--- config.mk ---
export PLATFORM = sky130hd
export DESIGN_NAME = keeloq_round_cell
export DESIGN_NICKNAME = d
export VERILOG_FILES = /design/src/sv/assert_macros.svh /design/src/sv/keeloq_pkg.sv /design/src/sv/keeloq_round_cell.sv
export SDC_FILE = /design/constraint.sdc
export NUM_CORES = 1
export LEC_CHECK = 0
export ABC_AREA = 1
export BUFFER_PORTS_ARGS = -buffer_cell sky130_fd_sc_hd__buf_2
export CORE_UTILIZATION = 47
export DETAILED_ROUTE_END_ITERATION = 8
export GPL_ROUTABILITY_DRIVEN = 0
export GPL_TIMING_DRIVEN = 0
export PLACE_DENSITY = 0.8
export SETUP_SLACK_MARGIN = 0.02
export SLEW_MARGIN = 20
export SYNTH_ARGS = -nofsm -noshare
export SYNTH_HDL_FRONTEND = slang
export SYNTH_SLANG_ARGS = --single-unit
--- constraint.sdc ---
create_clock -name clock -period 1.4 [get_ports clock]
set_input_delay 0.28 -clock clock [delete_from_list [all_inputs] [get_ports clock]]
set_output_delay 0.28 -clock clock [all_outputs]
set_load 0.005 [all_outputs]
--- src/sv/assert_macros.svh ---
// Concurrent assertion macros used by the KeeLoq cipher top level.
// Defining SYNTH removes every assertion from the build.
`ifndef ASSERT_MACROS_SVH
`define ASSERT_MACROS_SVH

`ifndef SYNTH
`define KQ_ASSERT(lbl, clk, rst, prop) \
   lbl: assert property (@(posedge clk) disable iff (rst) (prop)) \
      else $error("assertion failed");
`define KQ_ASSERT_IMPL(lbl, clk, rst, ante, cons) \
   lbl: assert property (@(posedge clk) disable iff (rst) (ante) |-> (cons)) \
      else $error("assertion failed");
`define KQ_ASSERT_NEXT(lbl, clk, rst, ante, cons) \
   lbl: assert property (@(posedge clk) disable iff (rst) (ante) |=> (cons)) \
      else $error("assertion failed");
`else
`define KQ_ASSERT(lbl, clk, rst, prop)
`define KQ_ASSERT_IMPL(lbl, clk, rst, ante, cons)
`define KQ_ASSERT_NEXT(lbl, clk, rst, ante, cons)
`endif

`endif

--- src/sv/keeloq_pkg.sv ---
// Shared types, constants and round functions for the KeeLoq cipher.
// No dependencies; used by the round cell and the top level.
`default_nettype none

package keeloq_pkg;

   localparam logic [31:0] NLF_TABLE = 32'h3A5C742E;
   localparam logic [63:0] KEY_RESET = 64'hEFCDAB2143658709;

   localparam logic OP_ENCRYPT = 1'b0;
   localparam logic OP_DECRYPT = 1'b1;

   typedef struct packed {
      logic        valid;
      logic        op;
      logic [31:0] blk;
   } round_data_type;

   function automatic logic nlf5(input logic a, input logic b, input logic c,
                                 input logic d, input logic e);
      logic [4:0] idx;
      idx = {a, b, c, d, e};
      return NLF_TABLE[idx];
   endfunction

   function automatic logic [31:0] enc_round(input logic [31:0] x, input logic kb);
      logic fb;
      fb = nlf5(x[31], x[26], x[20], x[9], x[1]) ^ x[16] ^ x[0] ^ kb;
      return {fb, x[31:1]};
   endfunction

   function automatic logic [31:0] dec_round(input logic [31:0] x, input logic kb);
      logic fb;
      fb = nlf5(x[30], x[25], x[19], x[8], x[0]) ^ x[15] ^ x[31] ^ kb;
      return {x[30:0], fb};
   endfunction

endpackage

`default_nettype wire

--- src/sv/keeloq_round_cell.sv ---
// One KeeLoq round with its pipeline register, in either direction.
// Depends on keeloq_pkg for the data type and the round functions.
`default_nettype none

module keeloq_round_cell
   import keeloq_pkg::*;
(
   input  wire logic           clock,
   input  wire logic           reset,
   input  wire logic           advance,
   input  wire logic           key_enc,
   input  wire logic           key_dec,
   input  wire round_data_type prev,
   output round_data_type      stage
);

   logic        valid_ff;
   logic        valid_in;
   logic        op_ff;
   logic [31:0] blk_ff;
   logic [31:0] blk_in;

   assign valid_in = prev.valid;
   assign blk_in   = (prev.op == OP_DECRYPT) ? dec_round(prev.blk, key_dec)
                                             : enc_round(prev.blk, key_enc);

   always_ff @(posedge clock) begin
      if (reset) begin
         valid_ff <= 1'b0;
      end else if (advance) begin
         valid_ff <= valid_in;
      end
   end

   always_ff @(posedge clock) begin
      if (advance) begin
         op_ff  <= prev.op;
         blk_ff <= blk_in;
      end
   end

   assign stage.valid = valid_ff;
   assign stage.op    = op_ff;
   assign stage.blk   = blk_ff;

endmodule

`default_nettype wire

==> results.md, run 1 <==
- Peak supply drop: 0.000490 V
- Slew HR: 0.516
- DR vias: 1,442
- Synthesized instance count: 177
- Drt drc: 0
- Leakage: 1.05 nW
- Synth warnings: 0
- GRT overflow: 0
- Initial antenna violation count: 0
- Crit Path Class: register to primary output
- Post-CTS Setup Inserts: 0
- Sequential power share: 0.591
- Filler cells: 317
- DP HPWL: 2.57 mm
- Die area: 3760 µm²
- Initial core utilization: 0.491
- Crit path capture type: primary output
- Skew final: 0 ps
- Simple-Gate Fraction of Synth Area: 0.202
- CTS tree: yes
- Synthesized area: 1650 µm²
- Min Tclk post-route: 1210 ps
- Die Wd: 61.3 µm
- DR vias/cell: 4.77
- Cell chain of the critical path: buf_4 > buf_2
- Total Wirelength: 3.50 mm
- Syn nets: 216
- Setup TNS: 0 ps
- Die H: 61.3 µm
- Compound-cell area share of the yosys netlist: 0.0878
- Status: finished, final reports clean
- Hold_buf cts: 0
- Final Core Density: 0.630
- Tcrit/Tclk final: 0.868
- Crit path launch type: register
- Global-route wire length before repair: 5.31 mm
- Gate power share: 0.172
- Main combinational cell family by area after synthesis: simple AND/OR/NAND/NOR gates
- Sw frac: 0.255
- Net count, final: 295
- Pin count of the biggest net entering global routing: 35
- Synth Area per Inst: 9.34 µm²
- Critical path's largest stage delay: 370 ps
- Critical Path RT: 1120 ps
- Total GRT Usage: 0.201
- Area Overhead vs Synth: 28.2%
- Clk pin slew, worst setup/hold paths: 100 ps
- Clock Latency Late Sink: 320 ps
- Worst-Margin Slew: 726 ps
- CP max-delay cell: edfxtp_1
- XOR/XNOR Fraction of Synth Area: 0
- Layout cells sized above 1: 0.359
- Final Max Slew Viols: 0
- Setup violators final: 0
- Post-CTS resize count: 0
- Clock power share: 0.237
- Final hold violations: 0
- P_sw: 0.537 mW
- CP arrival: 930 ps
- CTS Root Cell: clkbuf_4
- CTS Buffer Depth: 2
- Fmax: 823 MHz
- IO Count: 73
- N_diodes: 0
- Area of the multi-input gates: 489 µm²
- Post-synthesis adder-cell area fraction: 0
- Rows: 21
- RSZ-0062 raised after global routing: false
- PortBufs: 72
- Clock sink count: 34
- Vias in the first global route: 1,229
- DR WL/cell: 11.6 µm
- DRT antenna net count: 0
- Hold Path Class: primary input to register
- P_int: 1.57 mW
- TritonCTS Buffers: 5
- Drt pass-1 iters: 4
- Post-synthesis mux area share: 0.00606
- Pwr/cell area: 994 nW/µm²
- Synth cell types: 16
- Register area: 1010 µm²
- Htree depth: 2
- Core Region: 3360 µm²
- Seq cells post-synth: 34
- CP Max Fanout: 1
- Register area share after synthesis: 0.612
- Iter 0 DRT Violations: 69
- Max-Cap Viols: 0
==> power groups by stage <==
stage	Combinational (mW)	Clock (mW)	Sequential, mW
4_1_cts	0.366	0.500	1.25
5_1_grt	0.420	0.533	1.26
2_1_floorplan	0.148	0	1.28
3_5_place_dp	0.366	0	1.27
3_3_place_gp	0.358	0	1.27
6_report	0.363	0.499	1.24
==> layout by cell type, fill, tap and decap left out, drive strengths merged <==
cell type and n:
mux2i 1, o21ai 29, inv 23, clkinv 2
nand3 18, buf 80, edfxtp 33, nor2 1
dfxtp 1, nand2 62, clkbuf 6
==> metrics by stage <==
stage / cell area (µm²) / total power [mW] / hold WS (ps) / setup slack, ps / std cells
floorplan: 1650 / 1.43 / 352 / 365 / 177
global placement: 2070 / 1.63 / 435 / 70.7 / 295
detailed placement: 2070 / 1.63 / 444 / 53.7 / 295
CTS: 2120 / 2.11 / 89.8 / 179 / 302
global route: 2120 / 2.21 / 83.1 / 134 / 302
finish: 2120 / 2.11 / 97.4 / 185 / 302
==> final cells by class <==
type / count / share of cell area
Sequential cell: 34 / 0.477
Buffer: 9 / 0.0313
Tap cell: 46 / 0.0272
Timing Repair Buffer: 72 / 0.170
Clock buffer: 5 / 0.0177
Multi-Input combinational cell: 111 / 0.231
Clock inverter: 2 / 0.00473
Inverter: 23 / 0.0408
==> final timing paths <==
kind                              start                     to  cells past startpoint  slack, ps
setup / recovery        op_ff$_DFFE_PP_              stage[32]                      2        190
hold / removal                    reset  valid_ff$_SDFFE_PP0P_                      2        100
setup reg to reg  valid_ff$_SDFFE_PP0P_  valid_ff$_SDFFE_PP0P_                      2        810
hold reg to reg   valid_ff$_SDFFE_PP0P_  valid_ff$_SDFFE_PP0P_                      2        520
==> critical path: cells and delay by family (launching register included) <==
kind                   cells  cell delay [ps]
flip-flops                 1              370
buffers and inverters      2              240
==> cells in the mapped netlist <==
cell	number	area [µm²]
buf_6	2	22.5
clkbuf_1	1	3.75
mux2i_1	1	10.0
nand2_1	61	229
buf_2	2	10.0
inv_1	20	75.1
nor2_1	1	3.75
edfxtp_1	33	991
buf_4	4	30.0
nand2_2	1	6.26
nand3_1	17	85.1
nand3_2	1	10.0
o21ai_1	2	10.0
dfxtp_1	1	20.0
o21ai_0	27	135
inv_2	3	11.3
==> per-layer routing <==
metal / up-vias / share of wire / global-route usage
li1: 740 / - / -
met1: 615 / 0.44 / 0.253
met2: 83 / 0.45 / 0.331
met3: 4 / 0.098 / 0.0567
met4: 0 / 0.0083 / 0.0714
met5: - / 0 / 0
==> state kept, by name, indices dropped and copies added, names as in the netlist <==
signal and count:
valid_ff 1, blk_ff 32, op_ff 1
==> logic make-up (layout without fill, tap and decap cells) <==
group | after synthesis | count (layout)
AND/OR/NAND/NOR | 81 | 81
flip-flops | 34 | 34
buffers and inverters | 32 | 111
AO/OA/AOI/OAI | 29 | 29
multiplexers | 1 | 1
(Power assumes the default switching activity.)
==> run 2: changes to the inputs <==
--- a/config.mk
+++ b/config.mk
@@ -9,3 +9,3 @@
 export BUFFER_PORTS_ARGS = -buffer_cell sky130_fd_sc_hd__buf_2
-export CORE_UTILIZATION = 47
+export CORE_UTILIZATION = 25
 export DETAILED_ROUTE_END_ITERATION = 8
@@ -13,3 +13,2 @@
 export GPL_TIMING_DRIVEN = 0
-export PLACE_DENSITY = 0.8
 export SETUP_SLACK_MARGIN = 0.02
--- a/constraint.sdc
+++ b/constraint.sdc
@@ -3,2 +3,2 @@
 set_output_delay 0.28 -clock clock [all_outputs]
-set_load 0.005 [all_outputs]
+set_load 0.01 [all_outputs]
==> run 2 against run 1 <==
Clock skew is the same. Register-to-register slack is essentially flat. Die area grew 85%. Core utilization shrank 28 points. Critical path depth is the same. Setup slack gained 11 ps. First-iteration DRC count shrank 28%. Critical endpoint unchanged.
==> results.md, run 2 (same netlist as run 1, synthesis figures left out) <==
- Post-CTS Setup Inserts: 0 (unchanged)
- Die H: 83.3 µm (+36%)
- Post-DP Area: 2110 µm² (+1.9%)
- Net count, final: 295 (unchanged)
- PortBufs: 72 (unchanged)
- Top reg by flops: blk_ff
- Setup violators final: 0 (unchanged)
- Max-Cap Viols: 0 (unchanged)
- Dpl ws: 11.5 ps (-42.2 ps)
- Biggest regs: blk_ff (32), op_ff (1), valid_ff (1)
- Pwr/cell area: 1090 nW/µm² (+9.6%)
- Critical R2R Capture: valid_ff$_SDFFE_PP0P_
- N_diodes: 0 (unchanged)
- Drt pass-1 iters: 4 (unchanged)
- Worst reg2reg setup slack: 810 ps (about the same)
- Worst R2R Path Depth: 2 (unchanged)
- Htree depth: 2 (unchanged)
- Iter 0 DRT Violations: 50 (-28%)
- Critical path's largest stage delay: 380 ps (about the same)
- Layout cells sized above 1: 0.358 (-0.00140)
- TritonCTS Buffers: 5 (unchanged)
- Clk pin slew, worst setup/hold paths: 70 ps (-30 ps)
- CP arrival: 920 ps (about the same)
- Clock sink count: 34 (unchanged)
- R2R Path Start: valid_ff$_SDFFE_PP0P_
- GRT overflow: 0 (unchanged)
- Final Core Density: 0.347 (-0.283)
- Fmax: 831 MHz (+0.90%)
- RSZ-0062 raised after global routing: false
- CTS Buffer Depth: 2 (unchanged)
- Drt drc: 0 (unchanged)
- Pin count of the biggest net entering global routing: 35 (unchanged)
- Tcrit/Tclk final: 0.860 (-0.00776)
- Crit path capture type: primary output
- CTS tree: yes
- Placed insts: 326 (+11%)
- Clock Latency Late Sink: 280 ps (-40 ps)
- Slew HR: 0.494 (-0.0216)
- Filler cells: 649 (+100%)
- Die Wd: 83.3 µm (+36%)
- Cell chain of the critical path: buf_4 > buf_2
- Status: finished, final reports clean
- Total GRT Usage: 0.132 (-0.0690)
- Critical Path RT: 1120 ps (about the same)
- Post-CTS resize count: 0 (unchanged)
- Skew final: 0 ps (unchanged)
- Rows: 29 (+38%)
- Area Overhead vs Synth: 33.2%
- CTS Root Cell: clkbuf_8
- Initial core utilization: 0.260 (-0.231)
- Hold_buf cts: 0 (unchanged)
- DR vias/cell: 4.28 (-10%)
- Die area: 6940 µm² (+85%)
- Crit Path Class: register to primary output
- Global-route wire length before repair: 7.02 mm (+32%)
- CP Max Fanout: 1 (unchanged)
- DR WL/cell: 12.7 µm (+9.9%)
- CP max-delay cell: edfxtp_1
- Final hold violations: 0 (unchanged)
- Setup ws final: 196 ps (+10.9 ps)
- Initial antenna violation count: 0 (unchanged)
- DRT antenna net count: 0 (unchanged)
- Crit path launch type: register
- Commonest non-fill, non-tap cell in the layout: buf_2
- DP HPWL: 3.28 mm (+27%)
- Min Tclk post-route: 1200 ps (-10.9 ps)
- Hold Path Class: primary input to register
- Worst-Margin Slew: 759 ps (+32.3 ps)
- Leakage: 1.06 nW (+1.7%)
- Final cell count without fillers: 334 (+11%)
- Hold EP: valid_ff$_SDFFE_PP0P_
- Total Wirelength: 4.25 mm (+22%)
- Final Max Slew Viols: 0 (unchanged)
- IO Count: 73 (unchanged)
- Max reg flops: 32 (unchanged)
- Peak supply drop: 0.000377 V (-23%)
- Hold Path Stages: 2 (unchanged)
- Design area: 2200 µm² (+3.9%)
- Core Region: 6350 µm² (+89%)
- Hold Path Origin: reset
- Commonest non-fill, non-tap cells in the layout: buf_2 (74), nand2_1 (61), edfxtp_1 (33)
- Vias in the first global route: 1,461 (+19%)
- DR vias: 1,428 (-0.97%)
-- run 2: cell count changes in the layout (fill, tap and decap cells not counted), sizes merged --
cell    change
clkbuf      +2
clkinv      -1
-- run 2: how the worst max path moves through the flow --
stage                            to            start  cells after the start
2_1_floorplan  blk_ff[31]$_DFFE_PP_         prev[32]                      6
3_3_place_gp   blk_ff[19]$_DFFE_PP_         prev[32]                      4
3_5_place_dp   blk_ff[24]$_DFFE_PP_         prev[32]                      4
4_1_cts                   stage[32]  op_ff$_DFFE_PP_                      2
5_1_grt                   stage[32]  op_ff$_DFFE_PP_                      2
6_report                  stage[32]  op_ff$_DFFE_PP_                      2
-- run 2: where the power goes --
group	internal (mW)	switching [mW]	leakage, nW	total [mW]
Combinational	0.167	0.242	0.685	0.409
Clock	0.396	0.345	0.0482	0.742
Sequential	1.23	0.0210	0.330	1.25
Total	1.79	0.609	1.06	2.40
-- run 2: area by class of cell --
cell class | instances | area [µm²] | area share
plain buffers | 9 | 66.3 | 0.0301
clock buffers | 7 | 86.3 | 0.0392
clock inverters | 1 | 5.00 | 0.00227
inverters | 23 | 86.3 | 0.0392
multi-input cells | 111 | 489 | 0.222
flip-flops and latches | 34 | 1010 | 0.459
well taps | 77 | 96.3 | 0.0438
repair buffers | 72 | 360 | 0.164
-- run 2: stage by stage --
step                      hold WS [ps]  TNS (ps)  power, mW
after floorplan                    352         0       1.47
after CTS                          138         0       2.42
after global placement             437     -2.97       1.68
final                              142         0       2.40
after detailed placement           441         0       1.69
after global routing               145         0       2.51
-- run 2: worst max-delay path: cells and delay by family, from the launching register on --
kind / cells / cell delay (ps)
buf+inv: 2 / 260
flops: 1 / 380
-- run 2: metal layers --
| metal | vias to the layer above | share of wire | global-route usage |
|---|---|---|---|
| li1 | 739 | - | - |
| met1 | 643 | 0.42 | 0.153 |
| met2 | 40 | 0.49 | 0.219 |
| met3 | 6 | 0.078 | 0.0517 |
| met4 | 0 | 0.014 | 0.0470 |
| met5 | - | 0 | 0 |
